**src/rtl/core/hotp_pkg.sv**
```systemverilog
// Shared types and constants for the HOTP SHA-1 code generator.
package hotp_pkg;

    typedef enum logic [2:0] {
        ST_IDLE,
        ST_LOAD,
        ST_ROUND,
        ST_ADD,
        ST_TRUNC,
        ST_DEC,
        ST_LUHN,
        ST_OUT
    } t_state;

    typedef enum logic [2:0] {
        CFG_KEY_UPPER    = 3'd0,
        CFG_KEY_MIDDLE   = 3'd1,
        CFG_KEY_LOWER    = 3'd2,
        CFG_DIGIT_COUNT  = 3'd3,
        CFG_ADD_CHECKSUM = 3'd4,
        CFG_RESP_CAP     = 3'd5
    } t_cfg_idx;

    localparam logic [159:0] SHA1_IV =
        160'h67452301_EFCDAB89_98BADCFE_10325476_C3D2E1F0;
    localparam logic [7:0] IPAD = 8'h36;
    localparam logic [7:0] OPAD = 8'h5C;
    localparam logic [31:0] LEN_INNER = 32'd576;   // 72 bytes in bits
    localparam logic [31:0] LEN_OUTER = 32'd672;   // 84 bytes in bits

    // Round constant for round number t.
    function automatic logic [31:0] sha1_k(input logic [6:0] t);
        logic [31:0] k;
        if (t < 7'd20) k = 32'h5A827999;
        else if (t < 7'd40) k = 32'h6ED9EBA1;
        else if (t < 7'd60) k = 32'h8F1BBCDC;
        else k = 32'hCA62C1D6;
        return k;
    endfunction

    // Luhn doubling table.
    function automatic logic [3:0] luhn_dbl(input logic [3:0] d);
        logic [3:0] r;
        unique case (d)
            4'd0: r = 4'd0;
            4'd1: r = 4'd2;
            4'd2: r = 4'd4;
            4'd3: r = 4'd6;
            4'd4: r = 4'd8;
            4'd5: r = 4'd1;
            4'd6: r = 4'd3;
            4'd7: r = 4'd5;
            4'd8: r = 4'd7;
            4'd9: r = 4'd9;
            default: r = 4'd0;
        endcase
        return r;
    endfunction

endpackage

```
**src/rtl/core/hotp_sha1_round.sv**
```systemverilog
// SHA-1 compression engine: one round per cycle with a rolling 16-word schedule.
module hotp_sha1_round (
    input  logic         i_clk,
    input  logic         i_rst_n,
    input  logic         i_start,      // load block and chaining value
    input  logic [511:0] i_block,      // word 0 in the top bits
    input  logic [159:0] i_hin,
    output logic         o_done,       // pulses when o_hout is valid
    output logic [159:0] o_hout
);
    import hotp_pkg::*;

    logic [31:0]  r_a, r_b, r_c, r_d, r_e;
    logic [511:0] r_w;
    logic [159:0] r_h;
    logic [6:0]   r_t;
    logic         r_busy;
    logic         r_done;
    logic [31:0]  f, rnd_sum, w_mix, w_new, w0;

    assign w0 = r_w[511:480];

    always_comb begin
        if (r_t < 7'd20) f = (r_b & r_c) | (~r_b & r_d);
        else if (r_t < 7'd40 || r_t >= 7'd60) f = r_b ^ r_c ^ r_d;
        else f = (r_b & r_c) | (r_b & r_d) | (r_c & r_d);
        rnd_sum = {r_a[26:0], r_a[31:27]} + f + r_e + sha1_k(r_t) + w0;
        // New word W[t+16] = rotl1(W[t+13]^W[t+8]^W[t+2]^W[t]).
        w_mix = r_w[95:64] ^ r_w[255:224] ^ r_w[447:416] ^ r_w[511:480];
        w_new = {w_mix[30:0], w_mix[31]};
    end

    always_ff @(posedge i_clk) begin
        if (!i_rst_n) begin
            r_busy <= 1'b0;
            r_done <= 1'b0;
            r_t    <= '0;
        end else begin
            r_done <= 1'b0;
            if (i_start) begin
                r_busy <= 1'b1;
                r_t    <= '0;
            end else if (r_busy) begin
                r_t <= r_t + 7'd1;
                if (r_t == 7'd79) begin
                    r_busy <= 1'b0;
                    r_done <= 1'b1;
                end
            end
        end
    end

    always_ff @(posedge i_clk) begin
        if (i_start) begin
            r_w <= i_block;
            r_h <= i_hin;
            {r_a, r_b, r_c, r_d, r_e} <= i_hin;
        end else if (r_busy) begin
            r_w <= {r_w[479:0], w_new};
            r_e <= r_d;
            r_d <= r_c;
            r_c <= {r_b[1:0], r_b[31:2]};
            r_b <= r_a;
            r_a <= rnd_sum;
        end
    end

    assign o_done = r_done;
    assign o_hout = {r_h[159:128] + r_a, r_h[127:96] + r_b, r_h[95:64] + r_c,
                     r_h[63:32] + r_d, r_h[31:0] + r_e};

`ifndef SYNTHESIS
    a_done_pulse: assert property (@(posedge i_clk) disable iff (!i_rst_n)
        r_done |=> !r_done) else $error("done held more than one cycle");
    a_done_end: assert property (@(posedge i_clk) disable iff (!i_rst_n)
        r_done |-> $past(r_t) == 7'd79) else $error("done without final round");
    a_busy_done: assert property (@(posedge i_clk) disable iff (!i_rst_n)
        r_done |-> !r_busy) else $error("done while busy");
`endif
endmodule

```
**config.mk**
```make
export PLATFORM = sky130hd
export DESIGN_NAME = hotp_sha1_round
export DESIGN_NICKNAME = d
export VERILOG_FILES = /design/src/rtl/core/hotp_pkg.sv /design/src/rtl/core/hotp_sha1_round.sv
export SDC_FILE = /design/constraint.sdc
export NUM_CORES = 2
export LEC_CHECK = 0
export ABC_AREA = 1
export BUFFER_PORTS_ARGS = -buffer_cell sky130_fd_sc_hd__buf_2
export CORE_AREA = 2 2 324 326
export CTS_CLUSTER_SIZE = 28
export DETAILED_ROUTE_END_ITERATION = 16
export DIE_AREA = 0 0 326 328
export GPL_TIMING_DRIVEN = 0
export PLACE_DENSITY = 0.7
export SETUP_SLACK_MARGIN = 0.05
export SLEW_MARGIN = 20
export SYNTH_ARGS = -nofsm -noshare
export SYNTH_HDL_FRONTEND = slang
export SYNTH_SLANG_ARGS = --single-unit
```
**constraint.sdc**
```tcl
create_clock -name i_clk -period 21.6 [get_ports i_clk]
set_clock_uncertainty 0.1 [all_clocks]
set_input_delay 0 -clock i_clk [delete_from_list [all_inputs] [get_ports i_clk]]
set_output_delay 0 -clock i_clk [all_outputs]
set_load 0.02 [all_outputs]
```
# [After elaboration in Yosys (flattened, before gate mapping)]
# Cells that the tools add are included.
[classes] bitwise_logic=15 mux=21 n_eq_ne=1 n_reduce_logical=4 n_lt_le_gt_ge=4 add_sub_neg=10
[ops] op="2-to-1 mux 512 bit" count=2
[ops] op="2-to-1 mux 32 bit" count=14
[ops] op="adder 32 bit" count=9
[ops] op="bitwise XOR 32 bit" count=5
[ops] op="AND 32 bit" count=4
[ops] op="OR 32 bit" count=3
[ops] op="inverter 32 bit" count=1
[ops] op="2-to-1 mux 31 bit" count=1
[ops] op="< comparator 7 x 6 -> 1 bit (second input constant)" count=2
[ops] op="adder 7 x 1 -> 7 bit (second input constant)" count=1
[ops] op="equality test 7 bit (second input constant)" count=1
[ops] op="greater-or-equal comparator 7 x 6 -> 1 bit (second input constant)" count=1
[ops] op="< comparator 7 x 5 -> 1 bit (second input constant)" count=1
[ops] op="2-to-1 mux 1 bit" count=4
[ops] op="OR reduction 3 bit" count=1
[ops] op="inverter 1 bit" count=2
[ops] op="nonzero test 2 bit" count=1
[ops] op="OR reduction 2 bit" count=1
[ops] op="logical OR 1 bit" count=1
[totals] reg_bits=841 input_bits=675 output_inout_bits=161 elab_cells=65

# [Depth between registers and ports, before layout]
[logic_depth] ltp_word=11 ltp_mapped=27 ltp_nobuf=26

# [Worst setup path before layout]
# Ideal clock, no wire load.
[synth_timing] path_kind="register to register" from="register r_busy" to="register r_a[0] (enable)" setup_slack_ns=5.564 period_less_slack_ns=16.036 setup_ns=4.705 path_buffers=0 stages_incl_launch_ff=3 arrival_ns=11.232 path_cell_list="dfxtp_1 -> inv_1 -> nand2_1"
[synth_via] elab_chain_len=1
[synth_lines] element="from (decl)" line="hotp_sha1_round.sv:17" source="logic r_busy;"
[synth_lines] element="from (signal assigned)" line="hotp_sha1_round.sv:35" source="r_busy <= 1'b0;"
[synth_lines] element="from (signal assigned)" line="hotp_sha1_round.sv:41" source="r_busy <= 1'b1;"
[synth_lines] element="from (signal assigned)" line="hotp_sha1_round.sv:46" source="r_busy <= 1'b0;"
[synth_lines] element="nonzero test 2 bit (no source line)"
[synth_lines] element="to (signal assigned)" line="hotp_sha1_round.sv:57" source="{r_a, r_b, r_c, r_d, r_e} <= i_hin;"
[synth_lines] element="to (signal assigned)" line="hotp_sha1_round.sv:64" source="r_a <= rnd_sum;"
[synth_lines] element="to (decl)" line="hotp_sha1_round.sv:13" source="logic [31:0] r_a, r_b, r_c, r_d, r_e;"
# Every way passes these cells.
# A chain may end at the register's enable or synchronous reset.

# [Final worst setup path]
[layout_timing] from="register r_t[2]" to="register r_a[20] (data pin)"
[layout_via] elab_chain_len=10 word_cells_on_any_way=16 cone_classes="add/sub (4); order compare (4); mux (7); reduce/logical (1)"
[layout_lines] element="from (decl)" line="hotp_sha1_round.sv:16" source="logic [6:0] r_t;"
[layout_lines] element="from (signal assigned)" line="hotp_sha1_round.sv:44" source="r_t <= r_t + 7'd1;"
[layout_lines] element="< comparator 7 x 6 -> 1 bit / greater-or-equal comparator 7 x 6 -> 1 bit (equally long branches)" line="hotp_pkg.sv:35, hotp_sha1_round.sv:25"
[layout_lines] element="logical OR 1 bit" line="hotp_sha1_round.sv:25" source="else if (r_t < 7'd40 || r_t >= 7'd60) f = r_b ^ r_c ^ r_d;"
[layout_lines] element="2-to-1 mux 32 bit" line="hotp_sha1_round.sv:25"
[layout_lines] element="2-to-1 mux 32 bit" line="hotp_sha1_round.sv:24" source="if (r_t < 7'd20) f = (r_b & r_c) | (~r_b & r_d);"
[layout_lines] element="adder 32 bit (2 in series)" line="hotp_sha1_round.sv:27" source="rnd_sum = {r_a[26:0], r_a[31:27]} + f + r_e + sha1_k(r_t) + w0;"
[layout_lines] element="adder 32 bit * (2 in series)" line="hotp_sha1_round.sv:27"
[layout_lines] element="2-to-1 mux 32 bit *" line="hotp_sha1_round.sv:58" source="end else if (r_busy) begin"
[layout_lines] element="2-to-1 mux 32 bit *" line="hotp_sha1_round.sv:54" source="if (i_start) begin"
# Every way passes the cells marked *; elsewhere a longest branch is shown, timed or not. The select of a mux whose other input is x is not followed.

==> impl_metrics.ini <==
[worst_setup_path]
r2r-start = r_t[2]$_SDFFE_PP0P_
cp-end-kind = flop
crit_fanout = 10
worstSetupPathType = flop to flop
worstPathArrival_ps = 5840
start_kind = flop
worstPathRequired_ps = 21900
startpoint = r_t[2]$_SDFFE_PP0P_
ff2ff_setup_slack_ps = 16060

[sta]
max_freq_mhz = 180.4
rsz0062_at_grt = false
period_minus_slack_ps = 5543
drv_slew = 0
post-route-period-util_pct = 25.66
setup_tns_ps = 0
tightest_slew_ps = 1076
timing.final.hold_violations = 0
maxSlewHeadroom_pct = 28.28
hold_slack_ps = 1.692
setup_viol = 0

[clock_network]
post_cts_buffers = 0
cts-root-buf = clkbuf_16
postCtsHoldBufs = 833
numCtsBuffers = 90
cts_tree = built
clock_latency_ps = 710
clk_pin_slew_ps = 70
htreeDepth = 3
clock_path_buffers = 3
cts.sinks = 841
cts_resized = 0

[cells_and_area]
fin_nets = 8367
final_cell_mix = nand2_1, buf_2, dlygate4sd3_1
final_common_cell = nand2_1
syn_to_final_growth_pct = 35.23
fill_cells = 8283
drive_gt1_share_pct = 14.82

[hold_path]
hp-start = i_block[359]
min_path_type = input pin to flop

[placed_design]
place_hpwl_um = 172400
gp_congestion = 1.020
port-buffer-count = 835

[grt]
grt_max_degree = 59
grt_overflow = 0
grt_use_total_pct = 41.86
grt_pass1_vias = 48350
grt_pass1_wl_um = 322300
grt_antenna_before_repair = 42

[power_and_ir_drop]
internal_power_w = 0.004332
total_power_w = 0.007954
switching_power_w = 0.003622
switching_share_pct = 45.53
leakagePower_nw = 31.31
power_density_nw_per_um2 = 118.1
pwr-share-comb_pct = 51.6
power.share.clock_pct = 19.1
pwr-share-seq_pct = 29.3
peakVddDrop_mv = 0.1191

[logic_synthesis]
yosysSeqAreaShare_pct = 50.54
async_flop_share_pct = 0
synth.distinct_cells = 49
syn-num-nets = 6591
synth_cells = 5597
synth_area_per_cell_um2 = 8.896
synth_area_um2 = 49790
synth_flop_cell = edfxtp_1
yosys_warnings = 0
synth_edf_count = 832
yosys_register_bits = 841

[detailed_routing]
ant_nets = 0
vias = 49460
detail_route.vias_per_cell = 5.586
drtIter0Drc = 5639
drc_errors = 0
firstDrtPassIters = 6
routed_wirelength_um = 229400
wl_per_cell_um = 25.91

[job]
drv_cap = 0

[floorplan]
ioPinCount = 836
fp.dieW_um = 326
core-area_um2 = 103200
rows = 118
die_area_um2 = 106900
die_y_um = 328
start_util_pct = 48.24

[run_status]
status = complete, no violations
==> routing by layer <==
metal | part of all wire (%) | global-route usage (%)
met1 | 35 | 49.31
met2 | 47 | 68.72
met3 | 11 | 9.692
met4 | 7.7 | 27.75
met5 | 0.076 | 0.08873
==> final timing paths <==
path                                           end  cells after the start
worst max-delay path             r_a[20]$_DFFE_PP_                     20
worst max register to register   r_a[20]$_DFFE_PP_                     20
worst min register to register  r_w[250]$_DFFE_PP_                      2
worst min-delay path            r_w[359]$_DFFE_PP_                      4
==> stage by stage <==
step	cells	area, um^2	setup WS (ps)	util, %
floorplan	5597	49790	5564	-
global placement	7812	55690	-4264	53.97
detailed placement	7827	56100	16130	54.36
CTS	8823	67240	16110	65.15
global route	8838	67290	15870	65.20
finish	8854	67330	16060	65.24
==> sequential cells by signal, indices dropped and copies added, names as in the netlist <==
name    cells
r_w       512
r_h       160
r_a        32
r_b        32
r_c        32
r_d        32
r_e        32
r_t         7
o_done      1
r_busy      1
==> synth_stat cells, drive strengths merged (3+ instances only) <==
cell type / count / area (um^2)
inv: 484 / 1817
nand3: 160 / 805.8
nand3b: 21 / 157.7
nand2: 2383 / 8981
o211ai: 10 / 75.07
a221oi: 16 / 209.0
xnor2: 131 / 1147
a211oi: 22 / 165.2
edfxtp: 832 / 24980
o21ai: 243 / 1280
a31oi: 13 / 81.33
o221ai: 4 / 35.03
nor4: 5 / 31.28
clkbuf: 78 / 292.8
buf: 79 / 412.9
fa: 125 / 2502
o21bai: 21 / 157.7
dfxtp: 9 / 180.2
o31ai: 6 / 45.04
xor2: 100 / 875.8
and2: 5 / 31.28
a21boi: 3 / 22.52
a21oi: 207 / 1040
a21o: 29 / 217.7
nand4: 32 / 200.2
or2: 11 / 68.82
ha: 194 / 2427
o21a: 9 / 67.56
nor2: 324 / 1254
nor3: 36 / 185.2
==> logic make-up after synthesis <==
| group | count (synthesis) | share of synthesized area (%) |
|---|---|---|
| AO/OA/AOI/OAI | 587 | 6.886 |
| XOR/XNOR | 231 | 4.064 |
| adder cells (fa/ha/maj) | 319 | 9.901 |
| buffers and inverters | 641 | 5.066 |
| flip-flops | 841 | 50.54 |
| AND/OR/NAND/NOR | 2978 | 23.54 |
==> final cells by class <==
| cell class | instances | area (um^2) | share of cell area [%] |
|---|---|---|---|
| Inverter | 484 | 1817 | 2.698 |
| Buffer | 157 | 706.9 | 1.050 |
| Multi-Input combinational cell | 4115 | 22120 | 32.85 |
| Sequential cell | 841 | 25160 | 37.38 |
| Clock inverter | 44 | 351.6 | 0.5222 |
| Antenna cell | 30 | 75.07 | 0.1115 |
| Clock buffer | 119 | 2442 | 3.628 |
| Timing Repair Buffer | 1684 | 12930 | 19.20 |
| Tap cell | 1380 | 1727 | 2.565 |
==> worst max-delay path, stage by stage, from the launching register on <==
cell     delay (ps)
dfxtp_1         390
nand2_1         150
nor2_4           50
nor2_4          360
nand2_8         140
nand2_4         230
buf_2           410
nor2_1           80
nor3_1          610
fa_1            520
inv_1            80
fa_1            430
ha_1            410
nand2_1         140
nor2_1          160
inv_1            90
nor2_1          240
nand4_1         160
nand3_1         190
xnor2_1         180
o21ai_0         110
==> power by group through the flow <==
stage                     Sequential (W)  Clock (W)  Combinational [W]
final                            0.00233    0.00152            0.00410
after global routing             0.00234    0.00157            0.00449
after CTS                        0.00232    0.00151            0.00403
after detailed placement         0.00236          0            0.00388
after global placement           0.00244          0            0.00384
after floorplan                  0.00226          0            0.00265
Note: power is estimated with default switching activity, not from simulation.
